## config.mk

```make
export PLATFORM = sky130hd
export DESIGN_NAME = slope_intercept_line_raster_flat
export DESIGN_NICKNAME = d
export VERILOG_FILES = /design/src/rtl/core/silr_pkg.sv /design/src/rtl/core/silr_seg_if.sv /design/src/rtl/core/silr_pix_if.sv /design/src/rtl/core/silr_divider.sv /design/src/rtl/core/silr_datapath.sv /design/src/rtl/core/silr_ctrl.sv /design/src/rtl/core/slope_intercept_line_raster.sv /design/src/flat_wrapper.sv
export SDC_FILE = /design/constraint.sdc
export NUM_CORES = 1
export LEC_CHECK = 0
export BUFFER_PORTS_ARGS = -buffer_cell sky130_fd_sc_hd__buf_2
export CORE_ASPECT_RATIO = 1.2
export CORE_MARGIN = 1
export CORE_UTILIZATION = 30
export DETAILED_ROUTE_END_ITERATION = 12
export PLACE_DENSITY = 0.45
export SLEW_MARGIN = 5
export SYNTH_ARGS = -nofsm -noshare
export SYNTH_HDL_FRONTEND = slang
export SYNTH_SLANG_ARGS = --single-unit
```

## constraint.sdc

```tcl
create_clock -name clk -period 11.29 [get_ports clk]
set_input_delay 0 -clock clk [delete_from_list [all_inputs] [get_ports clk]]
set_output_delay 0 -clock clk [all_outputs]
set_load 0.05 [all_outputs]
```

## src/rtl/core/silr_pkg.sv

```systemverilog
`timescale 1ns / 1ps
// ----------------------------------------------------------------------------
// silr_pkg
// Shared types and constants of the slope-intercept line rasterizer.
// ----------------------------------------------------------------------------
package silr_pkg;

	localparam int COORD_W         = 6;
	localparam int PIX_W           = 8;
	localparam int CANVAS_SIZE_DEF = 64;
	localparam int SLOPE_SCALE     = 50;

	localparam int SLOPE_W   = 13;
	localparam int VAL_W     = 14;
	localparam int DIFF_W    = 15;
	localparam int MUL_B_W   = 8;
	localparam int PROD_W    = DIFF_W + MUL_B_W;
	localparam int DIV_NUM_W = 18;
	localparam int DIV_DEN_W = 12;
	localparam int DIV_CNT_W = $clog2(DIV_NUM_W + 1);

	typedef enum logic [1:0] {
		OP_SLOPE,
		OP_ICPT,
		OP_STEP,
		OP_START
	} div_op_t;

	typedef enum logic [2:0] {
		ST_IDLE,
		ST_CLASS,
		ST_DIV_GO,
		ST_DIV_WAIT,
		ST_EMIT
	} ctrl_state_t;

	typedef struct packed {
		logic    load;
		logic    div_start;
		div_op_t op;
		logic    walk_init;
		logic    emit;
	} ctrl_cmd_t;

	typedef struct packed {
		logic vertical;
		logic shallow;
		logic empty;
		logic div_done;
		logic emit_done;
	} ctrl_status_t;

endpackage

```

## src/rtl/core/silr_seg_if.sv

```systemverilog
`timescale 1ns / 1ps
// ----------------------------------------------------------------------------
// silr_seg_if
// Segment channel: two endpoints per transaction.
// ----------------------------------------------------------------------------
interface silr_seg_if;
	import silr_pkg::*;

	logic               valid;
	logic               ready;
	logic [COORD_W-1:0] start_x;
	logic [COORD_W-1:0] start_y;
	logic [COORD_W-1:0] end_x;
	logic [COORD_W-1:0] end_y;

	modport source (output valid, start_x, start_y, end_x, end_y, input ready);
	modport sink   (input valid, start_x, start_y, end_x, end_y, output ready);
endinterface

```

## src/rtl/core/silr_pix_if.sv

```systemverilog
`timescale 1ns / 1ps
// ----------------------------------------------------------------------------
// silr_pix_if
// Pixel channel: one pixel per transaction, flagged on the last of a segment.
// ----------------------------------------------------------------------------
interface silr_pix_if;
	import silr_pkg::*;

	logic             valid;
	logic             ready;
	logic [PIX_W-1:0] pixel_x;
	logic [PIX_W-1:0] pixel_y;
	logic             last_pixel;

	modport source (output valid, pixel_x, pixel_y, last_pixel, input ready);
	modport sink   (input valid, pixel_x, pixel_y, last_pixel, output ready);
endinterface

```

## src/rtl/core/silr_divider.sv

```systemverilog
`timescale 1ns / 1ps
// ----------------------------------------------------------------------------
// silr_divider
// Restoring unsigned divider, one quotient bit per cycle.
// ----------------------------------------------------------------------------
module silr_divider (
	input  logic                            clk,
	input  logic                            arst_n,
	input  logic                            start,
	input  logic [silr_pkg::DIV_NUM_W-1:0]  num,
	input  logic [silr_pkg::DIV_DEN_W-1:0]  den,
	output logic [silr_pkg::DIV_NUM_W-1:0]  quo,
	output logic [silr_pkg::DIV_DEN_W-1:0]  rem,
	output logic                            done
);
	import silr_pkg::*;

	logic                 busy_q;
	logic                 done_q;
	logic [DIV_CNT_W-1:0] cnt_q;
	logic [DIV_NUM_W-1:0] quo_q;
	logic [DIV_DEN_W-1:0] rem_q;
	logic [DIV_DEN_W-1:0] den_q;

	logic [DIV_DEN_W:0]   shifted;
	logic                 ge;
	logic [DIV_DEN_W:0]   diff;

	assign shifted = {rem_q, quo_q[DIV_NUM_W-1]};
	assign ge      = shifted >= {1'b0, den_q};
	assign diff    = shifted - {1'b0, den_q};

	always_ff @(posedge clk or negedge arst_n) begin
		if (!arst_n) begin
			busy_q <= 1'b0;
			done_q <= 1'b0;
			cnt_q  <= '0;
		end else begin
			done_q <= 1'b0;
			if (start) begin
				busy_q <= 1'b1;
				cnt_q  <= DIV_CNT_W'(DIV_NUM_W);
			end else if (busy_q) begin
				cnt_q <= cnt_q - 1'b1;
				if (cnt_q == DIV_CNT_W'(1)) begin
					busy_q <= 1'b0;
					done_q <= 1'b1;
				end
			end
		end
	end

	always_ff @(posedge clk) begin
		if (start) begin
			quo_q <= num;
			rem_q <= '0;
			den_q <= den;
		end else if (busy_q) begin
			quo_q <= {quo_q[DIV_NUM_W-2:0], ge};
			rem_q <= ge ? diff[DIV_DEN_W-1:0] : shifted[DIV_DEN_W-1:0];
		end
	end

	assign quo  = quo_q;
	assign rem  = rem_q;
	assign done = done_q;
endmodule

```

## src/rtl/core/silr_datapath.sv

```systemverilog
`timescale 1ns / 1ps
// ----------------------------------------------------------------------------
// silr_datapath
// Endpoint registers, slope/intercept setup through the shared divider,
// incremental quotient walk and the pixel output register.
// ----------------------------------------------------------------------------
module silr_datapath #(
	parameter int CANVAS_SIZE = silr_pkg::CANVAS_SIZE_DEF
) (
	input  logic                          clk,
	input  logic                          arst_n,
	input  silr_pkg::ctrl_cmd_t           cmd,
	output silr_pkg::ctrl_status_t        status,
	input  logic [silr_pkg::COORD_W-1:0]  start_x,
	input  logic [silr_pkg::COORD_W-1:0]  start_y,
	input  logic [silr_pkg::COORD_W-1:0]  end_x,
	input  logic [silr_pkg::COORD_W-1:0]  end_y,
	silr_pix_if.source                    pix
);
	import silr_pkg::*;

	localparam logic [COORD_W-1:0]      COORD_MAX = COORD_W'(CANVAS_SIZE - 1);
	localparam logic signed [VAL_W-1:0] SCALE_V   = VAL_W'(SLOPE_SCALE);

	function automatic logic [COORD_W-1:0] sat(input logic [COORD_W-1:0] v);
		return (v > COORD_MAX) ? COORD_MAX : v;
	endfunction

	// endpoints after swap
	logic [COORD_W-1:0] x0_q, y0_q, x1_q, y1_q;
	logic [COORD_W-1:0] ax, ay, bx, by;

	logic [COORD_W-1:0]        dx, ady, lo, hi, stop, pos_q;
	logic signed [COORD_W:0]   dy;
	logic                      vertical, shallow, empty;

	logic signed [SLOPE_W-1:0] slope_q;
	logic [DIV_DEN_W-1:0]      slope_abs;
	logic                      slope_neg;
	logic signed [VAL_W-1:0]   ic_q, step_q, q_q, r_q;
	logic [5:0]                step_r_q;

	// multiplier and divider operands
	logic signed [DIFF_W-1:0]  mul_a, lo_diff;
	logic signed [MUL_B_W-1:0] mul_b;
	logic signed [PROD_W-1:0]  prod, prod_abs;
	logic [DIV_NUM_W-1:0]      div_num, div_quo;
	logic [DIV_DEN_W-1:0]      div_den, div_rem, den_q;
	logic                      div_neg, div_done, neg_q;
	div_op_t                   op_q;

	logic signed [VAL_W-1:0]   div_mag, trunc_v, floor_q, floor_r;
	logic                      adjust;

	logic signed [VAL_W-1:0]   q_next, r_next, r_sum, q_sum, tq;
	logic signed [VAL_W-1:0]   den_s;
	logic                      last;

	logic                      out_valid_q, out_last_q, slot_free, fire;
	logic [PIX_W-1:0]          out_x_q, out_y_q, pix_x, pix_y;

	assign ax = sat(start_x);
	assign ay = sat(start_y);
	assign bx = sat(end_x);
	assign by = sat(end_y);

	assign dx        = x1_q - x0_q;
	assign dy        = $signed({1'b0, y1_q}) - $signed({1'b0, y0_q});
	assign ady       = dy[COORD_W] ? COORD_W'(-dy) : dy[COORD_W-1:0];
	assign lo        = (y0_q < y1_q) ? y0_q : y1_q;
	assign hi        = (y0_q < y1_q) ? y1_q : y0_q;
	assign vertical  = (dx == '0);
	assign shallow   = !vertical && (dx > ady);
	assign empty     = vertical ? (lo == hi) : (shallow && dx <= COORD_W'(1));
	assign stop      = shallow ? x1_q : hi;
	assign last      = (pos_q == stop - 1'b1);

	assign slope_neg = slope_q[SLOPE_W-1];
	assign slope_abs = slope_neg ? DIV_DEN_W'(-slope_q) : DIV_DEN_W'(slope_q);
	assign lo_diff   = $signed({{(DIFF_W-COORD_W){1'b0}}, lo})
	                   - $signed({ic_q[VAL_W-1], ic_q});

	always_comb begin
		mul_a   = '0;
		mul_b   = '0;
		div_den = DIV_DEN_W'(SLOPE_SCALE);
		unique case (cmd.op)
			OP_SLOPE: begin
				mul_a   = DIFF_W'(dy);
				mul_b   = MUL_B_W'(SLOPE_SCALE);
				div_den = DIV_DEN_W'(dx);
			end
			OP_ICPT: begin
				mul_a = DIFF_W'(slope_q);
				mul_b = $signed({2'b00, x0_q});
			end
			OP_STEP: begin
				mul_a = DIFF_W'(slope_q);
				mul_b = MUL_B_W'(1);
			end
			OP_START: begin
				if (shallow) begin
					mul_a = DIFF_W'(slope_q);
					mul_b = $signed({1'b0, 7'(x0_q) + 7'd1});
				end else begin
					mul_a   = lo_diff;
					mul_b   = MUL_B_W'(SLOPE_SCALE);
					div_den = slope_abs;
				end
			end
			default: ;
		endcase
	end

	assign prod     = mul_a * mul_b;
	assign prod_abs = prod[PROD_W-1] ? -prod : prod;
	assign div_num  = prod_abs[DIV_NUM_W-1:0];
	assign div_neg  = prod[PROD_W-1] ^ ((cmd.op == OP_START) && !shallow && slope_neg);

	silr_divider u_div (
		.clk    (clk),
		.arst_n (arst_n),
		.start  (cmd.div_start),
		.num    (div_num),
		.den    (div_den),
		.quo    (div_quo),
		.rem    (div_rem),
		.done   (div_done)
	);

	// signed result: truncated quotient and floor quotient/remainder
	assign div_mag = $signed(VAL_W'(div_quo));
	assign trunc_v = neg_q ? -div_mag : div_mag;
	assign adjust  = neg_q && (div_rem != '0);
	assign floor_q = adjust ? trunc_v - 1'b1 : trunc_v;
	assign floor_r = adjust ? $signed(VAL_W'(den_q - div_rem)) : $signed(VAL_W'(div_rem));

	// one walk step
	assign den_s = $signed(VAL_W'(slope_abs));
	always_comb begin
		q_next = q_q;
		r_next = r_q;
		r_sum  = '0;
		q_sum  = '0;
		if (shallow) begin
			r_sum = r_q + $signed(VAL_W'(step_r_q));
			q_sum = q_q + step_q;
			if (r_sum >= SCALE_V) begin
				r_next = r_sum - SCALE_V;
				q_next = q_sum + 1'b1;
			end else begin
				r_next = r_sum;
				q_next = q_sum;
			end
		end else if (!slope_neg) begin
			r_sum = r_q + SCALE_V;
			if (r_sum >= den_s) begin
				r_next = r_sum - den_s;
				q_next = q_q + 1'b1;
			end else begin
				r_next = r_sum;
			end
		end else begin
			r_sum = r_q - SCALE_V;
			if (r_sum < 0) begin
				r_next = r_sum + den_s;
				q_next = q_q - 1'b1;
			end else begin
				r_next = r_sum;
			end
		end
	end

	assign tq = q_q + ((q_q < 0 && r_q != '0) ? VAL_W'(1) : VAL_W'(0));

	always_comb begin
		if (vertical) begin
			pix_x = PIX_W'(x0_q);
			pix_y = PIX_W'(pos_q);
		end else if (shallow) begin
			pix_x = PIX_W'(pos_q);
			pix_y = PIX_W'(tq + ic_q);
		end else begin
			pix_x = PIX_W'(tq);
			pix_y = PIX_W'(pos_q);
		end
	end

	assign slot_free = !out_valid_q || pix.ready;
	assign fire      = cmd.emit && slot_free;

	always_ff @(posedge clk or negedge arst_n) begin
		if (!arst_n) begin
			out_valid_q <= 1'b0;
		end else if (fire) begin
			out_valid_q <= 1'b1;
		end else if (pix.ready) begin
			out_valid_q <= 1'b0;
		end
	end

	always_ff @(posedge clk) begin
		if (cmd.load) begin
			if (ax > bx) begin
				x0_q <= bx;
				y0_q <= by;
				x1_q <= ax;
				y1_q <= ay;
			end else begin
				x0_q <= ax;
				y0_q <= ay;
				x1_q <= bx;
				y1_q <= by;
			end
		end
		if (cmd.div_start) begin
			op_q  <= cmd.op;
			neg_q <= div_neg;
			den_q <= div_den;
		end
		if (div_done) begin
			unique case (op_q)
				OP_SLOPE: slope_q <= SLOPE_W'(trunc_v);
				OP_ICPT:  ic_q    <= $signed(VAL_W'(y0_q)) - trunc_v;
				OP_STEP: begin
					step_q   <= floor_q;
					step_r_q <= 6'(floor_r);
				end
				OP_START: begin
					q_q <= floor_q;
					r_q <= floor_r;
				end
				default: ;
			endcase
		end
		if (cmd.walk_init) begin
			pos_q <= shallow ? x0_q + 1'b1 : lo;
		end else if (fire) begin
			pos_q <= pos_q + 1'b1;
			q_q   <= q_next;
			r_q   <= r_next;
		end
		if (fire) begin
			out_x_q    <= pix_x;
			out_y_q    <= pix_y;
			out_last_q <= last;
		end
	end

	assign pix.valid      = out_valid_q;
	assign pix.pixel_x    = out_x_q;
	assign pix.pixel_y    = out_y_q;
	assign pix.last_pixel = out_last_q;

	assign status.vertical  = vertical;
	assign status.shallow   = shallow;
	assign status.empty     = empty;
	assign status.div_done  = div_done;
	assign status.emit_done = fire && last;
endmodule

```

## src/rtl/core/silr_ctrl.sv

```systemverilog
`timescale 1ns / 1ps
// ----------------------------------------------------------------------------
// silr_ctrl
// Sequencer: classify segment, run setup divisions, then walk the pixels.
// ----------------------------------------------------------------------------
module silr_ctrl (
	input  logic                   clk,
	input  logic                   arst_n,
	input  logic                   in_valid,
	output logic                   in_ready,
	input  silr_pkg::ctrl_status_t status,
	output silr_pkg::ctrl_cmd_t    cmd
);
	import silr_pkg::*;

	ctrl_state_t state_q, state_d;
	div_op_t     op_q, op_d;

	always_ff @(posedge clk or negedge arst_n) begin
		if (!arst_n) begin
			state_q <= ST_IDLE;
			op_q    <= OP_SLOPE;
		end else begin
			state_q <= state_d;
			op_q    <= op_d;
		end
	end

	always_comb begin
		state_d = state_q;
		op_d    = op_q;
		unique case (state_q)
			ST_IDLE: begin
				if (in_valid) state_d = ST_CLASS;
			end
			ST_CLASS: begin
				if (status.empty) begin
					state_d = ST_IDLE;
				end else if (status.vertical) begin
					state_d = ST_EMIT;
				end else begin
					op_d    = OP_SLOPE;
					state_d = ST_DIV_GO;
				end
			end
			ST_DIV_GO: state_d = ST_DIV_WAIT;
			ST_DIV_WAIT: begin
				if (status.div_done) begin
					unique case (op_q)
						OP_SLOPE: begin
							op_d    = OP_ICPT;
							state_d = ST_DIV_GO;
						end
						OP_ICPT: begin
							op_d    = status.shallow ? OP_STEP : OP_START;
							state_d = ST_DIV_GO;
						end
						OP_STEP: begin
							op_d    = OP_START;
							state_d = ST_DIV_GO;
						end
						OP_START: state_d = ST_EMIT;
						default:  state_d = ST_IDLE;
					endcase
				end
			end
			ST_EMIT: begin
				if (status.emit_done) state_d = ST_IDLE;
			end
			default: state_d = ST_IDLE;
		endcase
	end

	always_comb begin
		in_ready      = (state_q == ST_IDLE);
		cmd.load      = (state_q == ST_IDLE) && in_valid;
		cmd.div_start = (state_q == ST_DIV_GO);
		cmd.op        = op_q;
		cmd.walk_init = ((state_q == ST_CLASS) && status.vertical && !status.empty)
		             || ((state_q == ST_DIV_WAIT) && status.div_done && op_q == OP_START);
		cmd.emit      = (state_q == ST_EMIT);
	end
endmodule

```

## src/rtl/core/slope_intercept_line_raster.sv

```systemverilog
`timescale 1ns / 1ps
// ----------------------------------------------------------------------------
// slope_intercept_line_raster
// Rasterizes one segment per transaction into a stream of pixels.
//
//   channel | dir | handshake     | payload
//   seg     | in  | valid / ready | start_x, start_y, end_x, end_y
//   pix     | out | valid / ready | pixel_x, pixel_y, last_pixel
//
// Setup classifies the segment, then runs divisions in the shared serial
// divider: 3 for a steep segment, 4 for a shallow one, none for a vertical
// one. Then one pixel per cycle, unless pix stalls, from an incremental
// quotient walk. One segment at a time; seg.ready is high only while idle.
// Reset clears the sequencer, divider control and pixel valid.
// A stalled pix channel holds the walk; the last pixel may still be waiting
// when the next segment is taken.
// ----------------------------------------------------------------------------
module slope_intercept_line_raster #(
	parameter int CANVAS_SIZE = silr_pkg::CANVAS_SIZE_DEF
) (
	input  logic       clk,
	input  logic       arst_n,
	silr_seg_if.sink   seg,
	silr_pix_if.source pix
);
	import silr_pkg::*;

	ctrl_cmd_t    cmd;
	ctrl_status_t status;
	logic         in_ready;

	assign seg.ready = in_ready;

	silr_ctrl u_ctrl (
		.clk      (clk),
		.arst_n   (arst_n),
		.in_valid (seg.valid),
		.in_ready (in_ready),
		.status   (status),
		.cmd      (cmd)
	);

	silr_datapath #(
		.CANVAS_SIZE (CANVAS_SIZE)
	) u_dp (
		.clk     (clk),
		.arst_n  (arst_n),
		.cmd     (cmd),
		.status  (status),
		.start_x (seg.start_x),
		.start_y (seg.start_y),
		.end_x   (seg.end_x),
		.end_y   (seg.end_y),
		.pix     (pix)
	);
endmodule
```

## src/flat_wrapper.sv

```systemverilog
// flat-port wrapper written by rule: the top's interface ports become plain ports
module slope_intercept_line_raster_flat import silr_pkg::*;
#(
	parameter int CANVAS_SIZE = silr_pkg::CANVAS_SIZE_DEF
)
  (clk, arst_n, seg_valid, seg_start_x, seg_start_y, seg_end_x, seg_end_y, seg_ready, pix_valid, pix_pixel_x, pix_pixel_y, pix_last_pixel, pix_ready);
  silr_seg_if seg_i ();
  silr_pix_if pix_i ();
  input  logic clk;
  input  logic arst_n;
  input wire logic [$bits(seg_i.valid)-1:0] seg_valid;
  input wire logic [$bits(seg_i.start_x)-1:0] seg_start_x;
  input wire logic [$bits(seg_i.start_y)-1:0] seg_start_y;
  input wire logic [$bits(seg_i.end_x)-1:0] seg_end_x;
  input wire logic [$bits(seg_i.end_y)-1:0] seg_end_y;
  output wire logic [$bits(seg_i.ready)-1:0] seg_ready;
  output wire logic [$bits(pix_i.valid)-1:0] pix_valid;
  output wire logic [$bits(pix_i.pixel_x)-1:0] pix_pixel_x;
  output wire logic [$bits(pix_i.pixel_y)-1:0] pix_pixel_y;
  output wire logic [$bits(pix_i.last_pixel)-1:0] pix_last_pixel;
  input wire logic [$bits(pix_i.ready)-1:0] pix_ready;
  assign seg_i.valid = seg_valid;
  assign seg_i.start_x = seg_start_x;
  assign seg_i.start_y = seg_start_y;
  assign seg_i.end_x = seg_end_x;
  assign seg_i.end_y = seg_end_y;
  assign seg_ready = seg_i.ready;
  assign pix_valid = pix_i.valid;
  assign pix_pixel_x = pix_i.pixel_x;
  assign pix_pixel_y = pix_i.pixel_y;
  assign pix_last_pixel = pix_i.last_pixel;
  assign pix_i.ready = pix_ready;
  slope_intercept_line_raster #(.CANVAS_SIZE(CANVAS_SIZE)) u_core (.clk(clk), .arst_n(arst_n), .seg(seg_i), .pix(pix_i));
endmodule
```

Yosys cells after proc, flatten, opt, wreduce, memory -nomap -nowiden:

Index checks and enable logic that the tools add are counted.

* bits in registers: 180
* input port bits: 28
* bits in read-only memories: 0
* memories kept: 0
* latch bits: 0
* RAM bits: 0
* logic and storage cells: 207

* magnitude comparators: 13
* shift-type cells: 0
* bitwise logic cells: 2
* $add $sub $neg: 28
* equality and inequality tests: 21
* $mul: 1
* div/mod/pow operators: 0
* mux-type cells: 76
* reductions and logical operators: 39

Operator list (count)
* $mux 14: 21
* $mux 6: 19
* $mux 18: 3
* $pmux 15 s3: 1
* $mux 12: 3
* $pmux 8 s4: 1
* $add 14x1->14 const B: 2
* $lt 14x1->1 const B: 2
* $sub 14x1->14 const B: 2
* $sub 14x7->14 const B: 2
* $gt 6x6->1 const B: 4
* $pmux 12 s2: 1
* $mul 15x8->23: 1
* $neg 18->18: 1
* $mux 15: 1
* $mux 3: 5
* $pmux 3 s5: 1
* $sub 7x14->15: 1
* $add 14x13->14: 1
* $add 14x14->14: 1
* $add 14x7->14: 1
* $add 14x7->14 const B: 1
* $ge 14x13->1: 1
* $ge 14x7->1 const B: 1
* 53 further kinds: 103

Longest topological paths before layout:

Gate-level depths: netlist of the first run.

* word-level depth: 12
* depth in mapped cells: 40
* depth with buffers taken out: 37

Cells and area by module:

From an unflattened synthesis of the first run, not the netlist that was laid out.

* cell total of the unflattened synthesis: 2357
* area, all modules: 20825.0 um^2

By module, submodules not included
* silr_datapath: area each 17933.4 um^2, cells an instance 2096, seq. area each 4008.8 um^2, times used 1
* silr_divider: area each 2521.2 um^2, cells an instance 222, seq. area each 1316.3 um^2, times used 1
* silr_ctrl: area each 370.4 um^2, cells an instance 39, seq. area each 125.1 um^2, times used 1

Worst setup path after synthesis of the first run:

OpenSTA, ideal clock, no wires.

* path kind: reg2reg
* start: register u_core.u_dp.y0_q[1]
* end: register u_core.u_dp.u_div.quo_q[5], in the netlist u_core.u_dp.u_div.quo[5] (data pin)
* arrival: 8.865 ns
* buffers on the path: 3
* period minus slack after synthesis: 9.034 ns
* setup slack: 2.256 ns
* setup time: 0.169 ns
* data required time: 11.121 ns
* cell stages (with the launch flop): 38
* cells stage by stage: edfxtp_1 inv_1 ha_1 nor2b_1 o31a_1 o41ai_1 nor2_1 clkbuf_1 nor2_1 a21oi_1 ha_1 fa_1 nor2b_1 o21ai_0 a21boi_0 o21ai_0 a2111oi_0 xnor2_1 [2 not listed] fa_1 fa_1 fa_1 inv_1 fa_1 inv_1 ha_1 clkbuf_1 a21o_1 a21o_1 a21o_1 a211oi_1 o31ai_1 o21ai_1 nand2_1 clkbuf_1 and3_1 o31ai_1

* word-level cells in the longest chain between the ends: 11

RTL lines
* start, declared: RTL line silr_datapath.sv:30 `logic [COORD_W-1:0] x0_q, y0_q, x1_q, y1_q;`
* start signal, assigned: RTL line silr_datapath.sv:206 `y0_q <= by;`
* start signal, assigned: RTL line silr_datapath.sv:211 `y0_q <= ay;`
* $sub 6x6->7: RTL line silr_datapath.sv:68 `assign dy = $signed({1'b0, y1_q}) - $signed({1'b0, y0_q});`
* $neg 6->6: RTL line silr_datapath.sv:69 `assign ady = dy[COORD_W] ? COORD_W'(-dy) : dy[COORD_W-1:0];`
* $mux 6: RTL line silr_datapath.sv:69
* $gt 6x6->1: RTL line silr_datapath.sv:73 `assign shallow = !vertical && (dx > ady);`
* $logic_and 1x1->1: RTL line silr_datapath.sv:73
* $mux 7 or $mux 15 (tied branches): RTL line silr_datapath.sv:102 `if (shallow) begin`
* $pmux 8 s4 or $pmux 15 s3 (tied branches): RTL line silr_datapath.sv:87 `unique case (cmd.op)`
* $mul 15x8->23 (*): RTL line silr_datapath.sv:115 `assign prod = mul_a * mul_b;`
* $neg 18->18: RTL line silr_datapath.sv:116 `assign prod_abs = prod[PROD_W-1] ? -prod : prod;`
* $mux 18 (*): RTL line silr_datapath.sv:116
* $mux 18 (*): RTL line silr_divider.sv:54 `if (start) begin`
* end signal, assigned: RTL line silr_divider.sv:55 `quo_q <= num;`
* end signal, assigned: RTL line silr_divider.sv:59 `quo_q <= {quo_q[DIV_NUM_W-2:0], ge};`
* end, declared: RTL line silr_divider.sv:21 `logic [DIV_NUM_W-1:0] quo_q;`

Mark *: on every way between the ends. The rest lies on a longest branch, timed or not. The select of a mux whose other input is x is not followed.
A chain may end at the register's enable or synchronous reset.

Worst setup path in the final report of the first run:

Same ends and word-level chain as after synthesis.

==> results of run 1 <==
cells in the final DEF, fill, tap and decap left out, types with 28 or more instances in the layout:
cell type / count
dlygate4sd3_1: 40
mux2i_1: 40
buf_2: 46
and3_1: 31
nor2b_1: 38
a21o_1: 34
o21ai_0: 125
or3_1: 32
nand3_1: 51
a211oi_1: 28
a21oi_1: 127
ha_1: 187
fa_1: 93
mux2_2: 32
inv_1: 259
xnor2_1: 136
buf_4: 31
xor2_1: 84
nor3_1: 79
edfxtp_1: 142
nand2_1: 201
nor2_1: 189
nand2b_1: 36
layer usage:
metal / GRT usage, % / up-vias / routed length (um) / share of wire (%)
met4: 5.76 / 0 / 1520 / 2.2
met2: 34.8 / 390 / 35300 / 51
met3: 2.44 / 74 / 2460 / 3.6
li1: - / 8815 / - / -
met1: 24.0 / 8950 / 29700 / 43
met5: 0 / - / 0 / 0
layout make-up:
class	count	area, um^2	area share (%)
timing repair buffer	117	863	3.70
clock buffer	17	425	1.82
multi-input combinational	1926	14700	62.9
tap	918	1150	4.92
sequential	180	5090	21.8
inverter	261	980	4.20
clock inverter	15	144	0.616
cells in the mapped netlist, drive strengths merged, types with 34 or more instances:
| cell type | instances |
|---|---|
| nor2 | 191 |
| edfxtp | 142 |
| nor2b | 38 |
| nand2b | 36 |
| xor2 | 85 |
| clkbuf | 79 |
| o21ai | 130 |
| fa | 93 |
| ha | 187 |
| a21oi | 128 |
| nor3 | 79 |
| a21o | 34 |
| mux2i | 40 |
| nand2 | 201 |
| nand3 | 52 |
| inv | 259 |
| xnor2 | 137 |
timing repair:
action                                 in CTS  in global routing
hold buffers                               40                  0
endpoints found under the hold margin      40                  0
setup endpoints to repair                   0                  0
logic make-up after synthesis:
family | Yosys count | synth area share [%]
buffers and inverters | 357 | 6.47
flip-flops | 180 | 24.1
AND/OR/NAND/NOR | 774 | 18.0
AO/OA/AOI/OAI | 578 | 18.7
XOR/XNOR | 222 | 9.28
multiplexers | 72 | 3.60
adder cells (fa/ha/maj) | 280 | 19.9
metrics by stage:
step | area (um^2) | setup slack (ns) | hold WS, ns | util, %
6_report | 23300 | 1.09 | 0.334 | 33.5
5_1_grt | 23300 | 0.290 | 0.344 | 33.5
4_1_cts | 23300 | 1.15 | 0.294 | 33.5
3_3_place_gp | 22400 | 1.41 | -0.0361 | 32.1
3_5_place_dp | 22400 | 1.22 | -0.0322 | 32.1
2_1_floorplan | 21100 | 2.26 | -0.296 | -
worst max-delay path, delay by kind of cell, from the launching register on:
kind	cells	cell delay [ns]
adder cells (fa/ha/maj)	7	3.11
XOR/XNOR	1	0.17
AND/OR/NAND/NOR	6	1.39
AO/OA/AOI/OAI	16	4.54
buffers and inverters	4	0.28
flip-flops	1	0.53
sequential cells by signal, summed over array words and instances, names as in the netlist, 12 cells and up:
register	count
u_core.u_dp.r_q	14
u_core.u_dp.u_div.quo	18
u_core.u_dp.slope_q	13
u_core.u_dp.u_div.rem	12
u_core.u_dp.q_q	14
u_core.u_dp.u_div.den_q	12
u_core.u_dp.ic_q	14
u_core.u_dp.step_q	14
worst max path at each step:
stage / from / end / slack, ns
floorplan: u_core.u_dp.y0_q[1] / u_core.u_dp.u_div.quo[5] / 2.26
global placement: u_core.u_dp.y0_q[1] / u_core.u_dp.u_div.quo[17] / 1.41
detailed placement: u_core.u_dp.y0_q[1] / u_core.u_dp.u_div.quo[5] / 1.22
CTS: u_core.u_dp.y0_q[1] / u_core.u_dp.u_div.quo[5] / 1.15
global route: u_core.u_dp.y0_q[1] / u_core.u_dp.u_div.quo[5] / 0.29
finish: u_core.u_dp.y0_q[1] / u_core.u_dp.u_div.quo[5] / 1.09
==> metrics.md, run 1 <==
| Metric | Value |
|---|---|
| Final #Nets | 2811 |
| Fin crit share | 90.4% |
| R2R setup slack | 1.09 ns |
| Drt total wl | 69000 um |
| Total grt overflow | 0 |
| Area contributors post-synth | edfxtp_1 (20%), ha_1 (11%), fa_1 (8.8%), xnor2_1 (5.6%), inv_1 (4.6%) |
| Syn Inst Count | 2463 |
| Post-CTS setup buffer count | 0 |
| Initial antenna violation count | 0 |
| Die Wd | 244 um |
| Die area | 71400 um^2 |
| Final Critical Period | 10.20 ns |
| Count of final hold-check violations | 0 |
| Min-Delay Endpoint | u_core.u_dp.pix.valid |
| Post-Syn Area | 21100 um^2 |
| Fraction of registers with async set/reset | 7.22% |
| Max Root-Sink Buffers | 2 |
| Top cell type's share of synthesized area | 20.2% |
| Remaining antenna violation count after routing | 0 |
| Via count | 18200 |
| Overall routing resource usage | 19.4% |
| Initial Utilization | 30.3% |
| DR pass1 iterations | 5 |
| CTS H-Tree Depth | 4 |
| Iteration-0 DRC count of the detailed router | 1289 |
| Unrepaired setup endpoints after global routing | no |
| Sequential area share after synthesis | 24.1% |
| Fill cells | 7290 |
| Share of layout cells above drive strength 1 | 7.19% |
| Outcome | finished clean |
| Synth Register Bits | 180 |
| Slew Viols, Final | 0 |
| Yosys cell types | 94 |
| Leading area contributor after synthesis | edfxtp_1 |
| Startpoint Class | register |
| CTS Root Cell | clkbuf_16 |
| Hold path depth | 4 |
| Hold Crit Class | input pin to register |
| Num CTS Buffers | 17 |
| HPWL after DPL | 55200 um |
| Number of synthesized flops with an enable pin | 142 |
| Reg clk slew, reported paths | 0.08 ns |
| Largest net degree at the start of global routing | 46 |
| Max cap viols | 0 |
| YS warnings | 0 |
| Placeable Area | 69600 um^2 |
| Syn nets | 2771 |
| Setup TNS | 0 ns |
| Site row count | 106 |
| WL/cell | 20.1 um |
| Worst min-delay path startpoint | pix_ready |
| Top Ports | 47 |
| Dominant synthesized flop cell | edfxtp_1 |
| CTS tree | built |
| Dpl cells | 3362 |
| Synth Area per Inst | 8.57 um^2 |
| Die H | 293 um |
| Non-Filler Instances | 3434 |
| Vias in the first global route | 18100 |
| R2R depth | 34 |
| Worst setup EP type | register |
| Slew HR | 25.6% |
| Max FO, Critical Path | 12 |
| # diodes | 0 |
| Via density | 5.31 |
| Worst R2R Start | u_core.u_dp.y0_q[1] |
| Slowest cell delay on critical path | 0.61 ns |
| Fmax | 98.0 MHz |
| RR Endpoint | u_core.u_dp.u_div.quo[5] |
| Post-CTS sizing | 0 |
| Crit path kind | register to register |
| Critical Path AT | 10.52 ns |
| Worst Tran Pin Value | 1.11 ns |
| Slowest cell on crit path | fa_1 |
| CP required | 11.61 ns |
| First-pass GRT wire length | 107000 um |
| Area Overhead vs Synth | 10.6% |
| Global placer's final weighted congestion | 0.907 |
| Setup violators final | 0 |
| I/O Buffers | 46 |
| Sink Count | 180 |
| Worst-Skew Late Latency | 0.50 ns |
| Drt drc | 0 |
| Worst Clk Skew | 0.0174 ns |
Power of run 1 is not shown: default switching activity piles up to over one toggle a cycle in this logic, so the estimate is an artifact.
==> inputs of run 2 (changes only) <==
--- a/config.mk
+++ b/config.mk
@@ -5,11 +5,11 @@
 export SDC_FILE = /design/constraint.sdc
 export NUM_CORES = 1
 export LEC_CHECK = 0
-export BUFFER_PORTS_ARGS = -buffer_cell sky130_fd_sc_hd__buf_2
 export CORE_ASPECT_RATIO = 1.2
-export CORE_MARGIN = 1
 export CORE_UTILIZATION = 30
+export CTS_BUF_LIST = sky130_fd_sc_hd__clkbuf_8
 export DETAILED_ROUTE_END_ITERATION = 12
+export DONT_BUFFER_PORTS = 1
 export PLACE_DENSITY = 0.45
 export SLEW_MARGIN = 5
 export SYNTH_ARGS = -nofsm -noshare
==> run 2 against run 1 <==
Net effect: via count fell by 0.86%; register-to-register slack lost 0.32 ns; flip-flop and latch count did not move; non-clock buffer count fell by 47; core utilization shrank 0.57 points; first-iteration DRC count down 14%; global-route usage shrank 0.24 points; clock-buffer cell count stayed put; die area is the same.
==> metrics.md, run 2 (synthesis gave the netlist of run 1 again) <==
| Metric | Value |
|---|---|
| Setup TNS | 0 ns (unchanged) |
| Outcome | finished clean (unchanged) |
| Grt met1 use | 24.3% (was 24.0%) |
| Largest net degree at the start of global routing | 46 (unchanged) |
| HPWL after DPL | 54400 um (was 55200 um) |
| Slew Viols, Final | 0 (unchanged) |
| Worst setup EP type | register (unchanged) |
| Final core occ | 33.0% (was 33.5%) |
| Share of layout cells above drive strength 1 | 5.51% (was 7.19%) |
| Commonest non-fill, non-tap cell in the layout | inv_1 (unchanged) |
| Placed Area | 22100 um^2 (was 22400 um^2) |
| Max Root-Sink Buffers | 2 (unchanged) |
| Slew HR | 19.5% (was 25.6%) |
| Sink Count | 180 (unchanged) |
| Most used cell, CP | fa_1 |
| Fmax | 95.1 MHz (was 98.0 MHz) |
| CP required | 11.68 ns (was 11.61 ns) |
| Global placer's final weighted congestion | 0.921 (was 0.907) |
| Worst Tran Pin Value | 1.20 ns (was 1.11 ns) |
| Worst Clk Skew | 0.0211 ns (was 0.0174 ns) |
| Max cap viols | 0 (unchanged) |
| Top Ports | 47 (unchanged) |
| CTS Root Cell | clkbuf_8 (was clkbuf_16) |
| Critical Path AT | 10.91 ns (was 10.52 ns) |
| Count of final hold-check violations | 0 (unchanged) |
| Unrepaired setup endpoints after global routing | no (unchanged) |
| Overall routing resource usage | 19.1% (was 19.4%) |
| Site row count | 106 (unchanged) |
| Iteration-0 DRC count of the detailed router | 1105 (was 1289) |
| Met2 GRT Util | 33.9% (was 34.8%) |
| Setup violators final | 0 (unchanged) |
| Drt total wl | 68300 um (was 69000 um) |
| WL/cell | 20.2 um (was 20.1 um) |
| Post-CTS setup buffer count | 0 (unchanged) |
| Crit path max-delay family | compound AO/OA/AOI/OAI gates (unchanged) |
| CTS tree | built (unchanged) |
| Drt drc | 0 (unchanged) |
| Final Critical Period | 10.52 ns (was 10.20 ns) |
| Via count | 18100 (was 18200) |
| Startpoint Class | register (unchanged) |
| Die H | 293 um (unchanged) |
| Worst-Skew Late Latency | 0.57 ns (was 0.50 ns) |
| Fin area | 22900 um^2 (was 23300 um^2) |
| Max FO, Critical Path | 16 (was 12) |
| Largest register FFs | 18 (unchanged) |
| Initial antenna violation count | 1 (was 0) |
| CTS H-Tree Depth | 4 (unchanged) |
| Final #Nets | 2764 (was 2811) |
| Die area | 71400 um^2 (unchanged) |
| Fin crit share | 93.2% (was 90.4%) |
| Reg clk slew, reported paths | 0.12 ns (was 0.08 ns) |
| Most frequent cells in the layout | inv_1 (259), nand2_1 (201), nor2_1 (189) (unchanged) |
| Total grt overflow | 0 (unchanged) |
| Slowest cell on crit path | nor2_1 (was fa_1) |
| Placeable Area | 69600 um^2 (unchanged) |
| Crit path kind | register to register (unchanged) |
| Via density | 5.33 (was 5.31) |
| Area Overhead vs Synth | 8.67% (was 10.6%) |
| Slowest cell delay on critical path | 0.92 ns (was 0.61 ns) |
| Num CTS Buffers | 17 (unchanged) |
| Hold Crit Class | input pin to register (unchanged) |
| Met3 Usage GRT | 2.01% (was 2.44%) |
| Bufs and invs on worst path | 3 (was 4) |
| Vias in the first global route | 17800 (was 18100) |
| DR pass1 iterations | 5 (unchanged) |
| I/O Buffers | 0 (was 46) |
| First-pass GRT wire length | 105000 um (was 107000 um) |
| Initial Utilization | 30.3% (unchanged) |
| GRT busiest layer | met2 (unchanged) |
| Remaining antenna violation count after routing | 0 (unchanged) |
| Die Wd | 244 um (unchanged) |
-- run 2: cell types whose count changed in the layout (fill, tap and decap cells not counted), moves of 3 or more --
cell | previous run | this run
clkinv_4 | 1 | 4
clkbuf_8 | 0 | 17
buf_2 | 46 | 0
clkbuf_16 | 17 | 0
-- run 2: layer usage --
metal | share of wire, % | vias to the layer above
met4 | 2.2 | 0
li1 | - | 8722
met2 | 50 | 318
met5 | 0 | -
met3 | 2.8 | 77
met1 | 45 | 8956
-- run 2: final cells by class --
cell class / count / area [um^2]
clock buffers: 17 / 234
repair buffers: 70 / 626
multi-input cells: 1926 / 14700
clock inverters: 15 / 165
fillers: 7383 / 46700
flip-flops and latches: 180 / 5090
well taps: 918 / 1150
inverters: 261 / 980
diodes: 1 / 2.50
-- run 2: worst register-to-register path, delay by kind of cell, from the launching register on --
family | cells | cell delay [ns]
compound gates | 15 | 3.90
xor+xnor | 1 | 0.16
fa+ha+maj | 8 | 3.49
buf+inv | 3 | 0.20
flops | 1 | 0.57
simple gates | 6 | 2.02
-- run 2: worst paths after layout --
path / start / endpoint / slack (ns) / cells past startpoint
max in group asynchronous: arst_n / u_core.u_dp.pix.valid / 10.25 / 2
max reg2reg: u_core.u_dp.y0_q[1] / u_core.u_dp.u_div.quo[11] / 0.77 / 33
min reg2reg: u_core.u_dp.u_div.cnt_q[4] / u_core.u_dp.u_div.cnt_q[4] / 0.53 / 2
min: seg_start_y[4] / u_core.u_dp.y0_q[4] / 0.18 / 2
max: u_core.u_dp.y0_q[1] / u_core.u_dp.u_div.quo[11] / 0.77 / 33
min in group asynchronous: arst_n / u_core.u_dp.u_div.cnt_q[4] / 0.51 / 2
-- run 2: repair_timing --
item / in CTS / in global routing
endpoints found under the hold margin: 40 / 0
hold buffers: 40 / 0
endpoints found under the setup margin: 0 / 0
resized for setup: 0 / 0
-- run 2: per-stage QoR --
stage | instances | setup WS, ns | hold WS [ns]
after floorplan | 2463 | 2.26 | -0.296
after global placement | 3315 | 1.16 | -0.294
after detailed placement | 3315 | 0.980 | -0.294
after CTS | 3387 | 0.870 | 0.115
after global routing | 3388 | 0.0955 | 0.144
final | 3388 | 0.771 | 0.178
Power of run 2 is left out for the same reason.
